File: src/hdl/cfc_pkg.sv
// Package for the CRC-16 frame checker: request types, byte classes and CRC helpers.
package cfc_pkg;

    localparam int unsigned HDR_BYTES   = 16;
    localparam int unsigned LEN_LO_POS  = 14;
    localparam int unsigned LEN_HI_POS  = 15;
    localparam int unsigned QUEUE_DEPTH = 2;

    localparam logic [1:0] VERDICT_PENDING  = 2'd0;
    localparam logic [1:0] VERDICT_GOOD     = 2'd1;
    localparam logic [1:0] VERDICT_CRC_FAIL = 2'd2;

    localparam logic [15:0] NIB_TAB [16] = '{
        16'h0000, 16'h1021, 16'h2042, 16'h3063, 16'h4084, 16'h50a5, 16'h60c6, 16'h70e7,
        16'h8108, 16'h9129, 16'ha14a, 16'hb16b, 16'hc18c, 16'hd1ad, 16'he1ce, 16'hf1ef
    };

    typedef struct packed {
        logic [7:0] data_byte;
        logic       frame_start;
    } t_in;

    typedef struct packed {
        logic [1:0]  verdict;
        logic [15:0] payload_length;
        logic [15:0] computed_crc;
    } t_out;

    // What the back end has to do with a byte
    typedef enum logic [1:0] {
        K_IGNORE  = 2'd0,
        K_CRC     = 2'd1,
        K_CRC_LOW = 2'd2,
        K_CRC_HI  = 2'd3
    } t_kind;

    typedef struct packed {
        t_kind       kind;
        logic        frame_start;
        logic [7:0]  data_byte;
        logic [15:0] length;
    } t_qent;

    function automatic logic [15:0] crc_nibble(input logic [15:0] c, input logic [3:0] nib);
        logic [3:0] idx;
        idx = c[15:12] ^ nib;
        return {c[11:0], 4'h0} ^ NIB_TAB[idx];
    endfunction

    function automatic logic [15:0] crc_byte(input logic [15:0] c, input logic [7:0] b);
        logic [15:0] mid;
        mid = crc_nibble(c, b[7:4]);
        return crc_nibble(mid, b[3:0]);
    endfunction

endpackage

File: src/hdl/cfc_front.sv
// Front end: accepts bytes, tracks frame position and length, classifies each byte.
module cfc_front
    import cfc_pkg::*;
(
    input  logic  i_clk,
    input  logic  i_rst_n,
    input  logic  i_valid,
    input  t_in   i_in,
    input  logic  i_q_full,
    output logic  o_ready,
    output logic  o_push,
    output t_qent o_ent
);

    logic [16:0] r_byte_count, n_byte_count;
    logic [15:0] r_length, n_length;
    logic        r_active, n_active;

    logic [16:0] idx;
    logic [15:0] len_base;
    logic        act_base;
    logic [16:0] crc_end;
    t_kind       kind;

    assign o_ready = !i_q_full;
    assign o_push  = i_valid && o_ready;

    always_comb begin
        idx      = i_in.frame_start ? '0 : r_byte_count;
        len_base = i_in.frame_start ? '0 : r_length;
        act_base = i_in.frame_start || r_active;
        crc_end  = 17'(HDR_BYTES) + {1'b0, len_base};

        kind         = K_IGNORE;
        n_length     = len_base;
        n_active     = act_base;
        n_byte_count = idx;

        if (act_base) begin
            if (idx < crc_end) begin
                kind = K_CRC;
                if (idx == 17'(LEN_LO_POS)) begin
                    n_length = {len_base[15:8], i_in.data_byte};
                end else if (idx == 17'(LEN_HI_POS)) begin
                    n_length = {i_in.data_byte, len_base[7:0]};
                end
            end else if (idx == crc_end) begin
                kind = K_CRC_LOW;
            end else begin
                kind     = K_CRC_HI;
                n_active = 1'b0;
            end
            n_byte_count = idx + 17'd1;
        end
    end

    always_comb begin
        o_ent.kind        = kind;
        o_ent.frame_start = i_in.frame_start;
        o_ent.data_byte   = i_in.data_byte;
        o_ent.length      = n_length;
    end

    always_ff @(posedge i_clk) begin
        if (!i_rst_n) begin
            r_byte_count <= '0;
            r_length     <= '0;
            r_active     <= 1'b0;
        end else if (o_push) begin
            r_byte_count <= n_byte_count;
            r_length     <= n_length;
            r_active     <= n_active;
        end
    end

endmodule

File: config.mk
export PLATFORM = sky130hd
export DESIGN_NAME = cfc_front
export DESIGN_NICKNAME = d
export VERILOG_FILES = /design/src/hdl/cfc_pkg.sv /design/src/hdl/cfc_front.sv
export SDC_FILE = /design/constraint.sdc
export NUM_CORES = 1
export LEC_CHECK = 0
export BUFFER_PORTS_ARGS = -buffer_cell sky130_fd_sc_hd__buf_2
export CAP_MARGIN = 20
export CORE_ASPECT_RATIO = 1.5
export CORE_MARGIN = 5
export CORE_UTILIZATION = 55
export DETAILED_ROUTE_END_ITERATION = 10
export GPL_TIMING_DRIVEN = 1
export PLACE_DENSITY = 0.87
export SYNTH_ARGS = -nofsm -noshare
export SYNTH_HDL_FRONTEND = slang
export SYNTH_SLANG_ARGS = --single-unit
export TNS_END_PERCENT = 20
File: constraint.sdc
create_clock -name i_clk -period 6.4 [get_ports i_clk]
set_input_delay 1.28 -clock i_clk [delete_from_list [all_inputs] [get_ports i_clk]]
set_output_delay 1.28 -clock i_clk [all_outputs]
set_load 0.02 [all_outputs]
* Word level (Yosys, flattened, before mapping)
Index checks and enable logic that the tools add are counted.
W data, S select, Z words.
** Word-level totals
- Bits in registers :: 34
- Output and inout port bits :: 29
- Input bits :: 13
- Logic and storage cells :: 25
** Operators by class
- Reduce and logical (&&, ||, !) cells :: 3
- Multiplexer cells :: 13
- Equal/unequal tests :: 3
- Add/subtract/negate cells :: 2
- $lt $le $gt $ge :: 1
** Operator list (count)
- $mux W16 :: 5
- $eq A17 B4 Y1 const B :: 2
- $mux W17 :: 2
- $add A17 B1 Y17 const B :: 1
- $add A5 B16 Y17 const A :: 1
- $eq A17 B17 Y1 :: 1
- $lt A17 B17 Y1 :: 1
- $mux W1 :: 4
- $mux W2 :: 2
- $logic_and A1 B1 Y1 :: 1
- $logic_not A1 Y1 :: 1
- $logic_or A1 B1 Y1 :: 1

* Longest topological paths before layout
- Word-level depth :: 6
- Mapped depth :: 16
- Depth with buffers taken out :: 14

* Worst setup path before layout
No wires, ideal clock.
- Path type :: in2out
- Start point :: input port i_in[0] (netlist bit)
- End point :: output port o_ent[1] (netlist bit)
- Slack :: 759 ps
- Stages on the path :: 15
- Buffers on the path :: 1
- Required time :: 5120 ps
- Data arrival time :: 4361 ps
- Path through :: clkbuf_1 > nor2b_1 > ha_1 > nand2_1 > nor4_1 > nand3_1 > xnor2_1 > nand2_1 > ha_1 > nand4_1 > nor2_1 > a22o_1 > nor3_4 > nand2_2 > mux2i_1
** RTL lines
- from (decl) :: RTL line cfc_front.sv:8 : input t_in i_in,
- to (decl) :: RTL line cfc_front.sv:12 : output t_qent o_ent

==> run summary <==
==================================================================================================
# port buffers                                                                                  41
Hold WC Path Type                                                                       reg -> reg
Unrepaired setup endpoints after global routing                                              false
Met1 Resource Use GR                                                                         0.242
Placer's final routability congestion estimate                                               0.965
Flip-flop cell with the highest count after synthesis                                 sky130_fd_sc_hd__dfxtp_1
Worst slew slack as a fraction of its limit                                                  0.534
Worst path slowest cell                                                               sky130_fd_sc_hd__nor4_1
Post-Synthesis Cells                                                                           334
Via count                                                                                     2563
Via density                                                                                   5.97
Max_cap viols                                                                                    0
Count of clock tree sinks                                                                       34
Top Usage Layer GRT                                                                           met2
Stage delay of the slowest cell on the critical path                                        440 ps
Post-Synth Adder-Cell Area                                                                  0.0931
Largest net degree at the start of global routing                                               43
Kind of launch point of the worst setup path                                             input pin
Standby leakage power                                                                      1.25 nW
Starting DRC count in detailed routing                                                         320
Boundary Pins                                                                                   42
Vertical extent of the die                                                                 95.6 um
Layout-stage area growth over the synthesis result                                           9.96%
Worst vdd ir                                                                             0.0908 mV
Average cell area after synthesis                                                         8.05 um2
Setup TNS                                                                                     0 ps
Most common cell in the synthesized netlist                                           sky130_fd_sc_hd__nand2_1
Count of nets left with antenna violations after detail routing                                  0
Required time of the worst setup path                                                      5120 ps
Post-route minimum period                                                                  6120 ps
Std cell rows                                                                                   31
Routed length per placed instance                                                          16.2 um
Number of max-slew violations in the final report                                                0
Largest family of logic cells by synthesized area                                     simple AND/OR/NAND/NOR gates
Die outline area                                                                          6420 um2
Most frequent cells after synthesis                                                   sky130_fd_sc_hd__nand2_1, sky130_fd_sc_hd__dfxtp_1, sky130_fd_sc_hd__nor2b_1
Cell Pwr Density                                                                        142 nW/um2
Detailed Routing Iterations Pass 1                                                               5
Htree depth                                                                                      2
Met2 capacity usage during global routing                                                    0.425
Result of the run                                                                     complete, no violations
Flop-to-flop setup slack                                                                   2630 ps
Core Util, Final                                                                             0.620
Number of buffers created by CTS                                                                 5
Worst-skew pair later-pin latency                                                           300 ps
Share of the cycle needed by the critical path after routing                                 0.956
Type of the setup path with the least slack                                              in -> out
Clock transition time at the flip-flop clock pins of the worst setup and hold paths          70 ps
DRT Wirelength                                                                             6960 um
Nets                                                                                           395
Synth area leaders                                                                    sky130_fd_sc_hd__dfxtp_1, sky130_fd_sc_hd__ha_1, sky130_fd_sc_hd__nand2_1, sky130_fd_sc_hd__nor2b_1, sky130_fd_sc_hd__xor2_1
Fraction of the mapped netlist area in simple logic gates                                    0.319
Mux cell area share after synthesis                                                         0.0363
Placed wire-length estimate after detailed placement                                       5300 um
Initial antenna violation count                                                                  0
Bufs on Longest Clock Path                                                                       2
Category of the worst setup path capture point                                          output pin
Wire length of the first global-routing pass                                              11300 um
Post-CTS setup buffers                                                                           0
Gates resized, CTS repair                                                                        0
Critical Path Fanout Max                                                                         8
Root Driver                                                                           sky130_fd_sc_hd__clkbuf_8
Clock tree from TritonCTS                                                                    built
Synthesized netlist net count                                                                  367
Maximum frequency from static timing analysis                                              163 MHz
Share of the yosys chip area belonging to registers                                          0.253
Total of hold buffers inserted after clock tree synthesis                                        0
Layout fillers                                                                                 417
Number of global-route vias before repair                                                     2488
Number of enable-type register cells in the synthesized netlist                                  0
Fin Clk Skew                                                                               6.43 ps
Transition time at the pin with the least slew margin                                       699 ps
Number of design rule violations left after detail routing                                       0
Gr usage total                                                                               0.232
Die span in x                                                                              67.1 um
Area of the mapped netlist                                                                2690 um2
Overall power                                                                             0.421 mW
Ratio of cells with drive above 1 in the final layout                                        0.185
Number of diodes                                                                                 0
Crit path arrival time                                                                     4840 ps
Hold Violations, Final                                                                           0
Async S/R FF share, synth                                                                        0
Total number of yosys warnings                                                                   0
Cell accounting for the most synthesized area                                         sky130_fd_sc_hd__dfxtp_1
Initial core utilization                                                                     0.564
Number of register bits inferred by synthesis                                                   34
Cell-by-cell listing of the critical path                                             buf_2, nor2b_1, ha_1, nand2_1, nor4_1, nand3_1, xnor2_1, nand2_1, ha_1, nand4_1, nor2_1, a22o_1, nor3_4, nand2_2, mux2_2, buf_2
Share of the synthesized area in the top cell type                                           0.253
Number of distinct library cells after synthesis                                                52
Area share of xor/xnor cells in the synthesized design                                      0.0684
Number of failing setup endpoints in the final timing report                                     0
Placeable core area                                                                       4770 um2
Synth Area in Compound Gates                                                                 0.164
Met3 Resource Use GR                                                                        0.0472
Grt total ovfl                                                                                   0
==================================================================================================
[per-stage QoR]
step	hold WS (ps)	setup slack, ps	instance area, um2	cells
2_1_floorplan	461	759	2690	334
3_3_place_gp	469	479	2870	421
3_5_place_dp	476	309	2870	421
4_1_cts	491	287	2960	429
5_1_grt	515	41.4	2960	429
6_report	493	281	2960	429
[layer usage]
layer,part of all wire,vias up
met2,0.52,113
met3,0.060,19
li1,-,1238
met1,0.38,1193
met5,0,-
met4,0.032,0
[power breakdown]
group	total [mW]	switching, mW	internal, mW
Clock	0.166	0.0790	0.0867
Sequential	0.214	0.00171	0.213
Combinational	0.0406	0.0297	0.0109
[sequential cells by signal, indices dropped and copies added, names as in the netlist]
signal,cells
r_active,1
r_length,16
r_byte_count,17
[cells by family (layout without fill, tap and decap cells)]
family,count (synthesis),after routing
AOI/OAI and AO/OA,55,55
xor gates and xnor gates,21,21
adders and majority gates,20,20
buffers and inverters,35,64
DFF,34,34
muxes,9,9
and+or+nand+nor,160,160
[worst paths after layout]
kind	from	to	depth (start not counted)
min reg2reg	r_length[10]	r_length[10]	2
min	r_length[10]	r_length[10]	2
max reg2reg	r_length[4]	r_length[14]	14
max	i_in[0]	o_ent[4]	16
[cell type report]
cell class	instances	area, um2	area share
Inverter	12	45.0	0.0152
Timing Repair Buffer	44	228	0.0770
Clock buffer	7	86.3	0.0292
Sequential cell	34	681	0.230
Multi-Input combinational cell	265	1830	0.619
Clock inverter	1	5.00	0.00169
Tap cell	66	82.6	0.0279
[worst max-delay path, delay by kind of cell]
kind / cells / cell delay (ps)
XOR/XNOR: 1 / 170
AO/OA/AOI/OAI: 1 / 270
adder cells (fa/ha/maj): 2 / 570
multiplexers: 1 / 330
AND/OR/NAND/NOR: 9 / 1880
buffers and inverters: 2 / 320
[layout by cell type, fill, tap and decap left out, types with 8 or more instances in the layout]
master,instances
sky130_fd_sc_hd__nand2_1,53
sky130_fd_sc_hd__dfxtp_1,34
sky130_fd_sc_hd__nand3_1,18
sky130_fd_sc_hd__o21ai_0,9
sky130_fd_sc_hd__inv_1,11
sky130_fd_sc_hd__xnor2_1,10
sky130_fd_sc_hd__a32o_1,8
sky130_fd_sc_hd__xor2_1,11
sky130_fd_sc_hd__and2_1,13
sky130_fd_sc_hd__ha_1,20
sky130_fd_sc_hd__nor2b_1,21
sky130_fd_sc_hd__a21oi_1,9
sky130_fd_sc_hd__nor2_1,14
sky130_fd_sc_hd__buf_2,41
No activity file was read; power rests on OpenSTA's default activity.
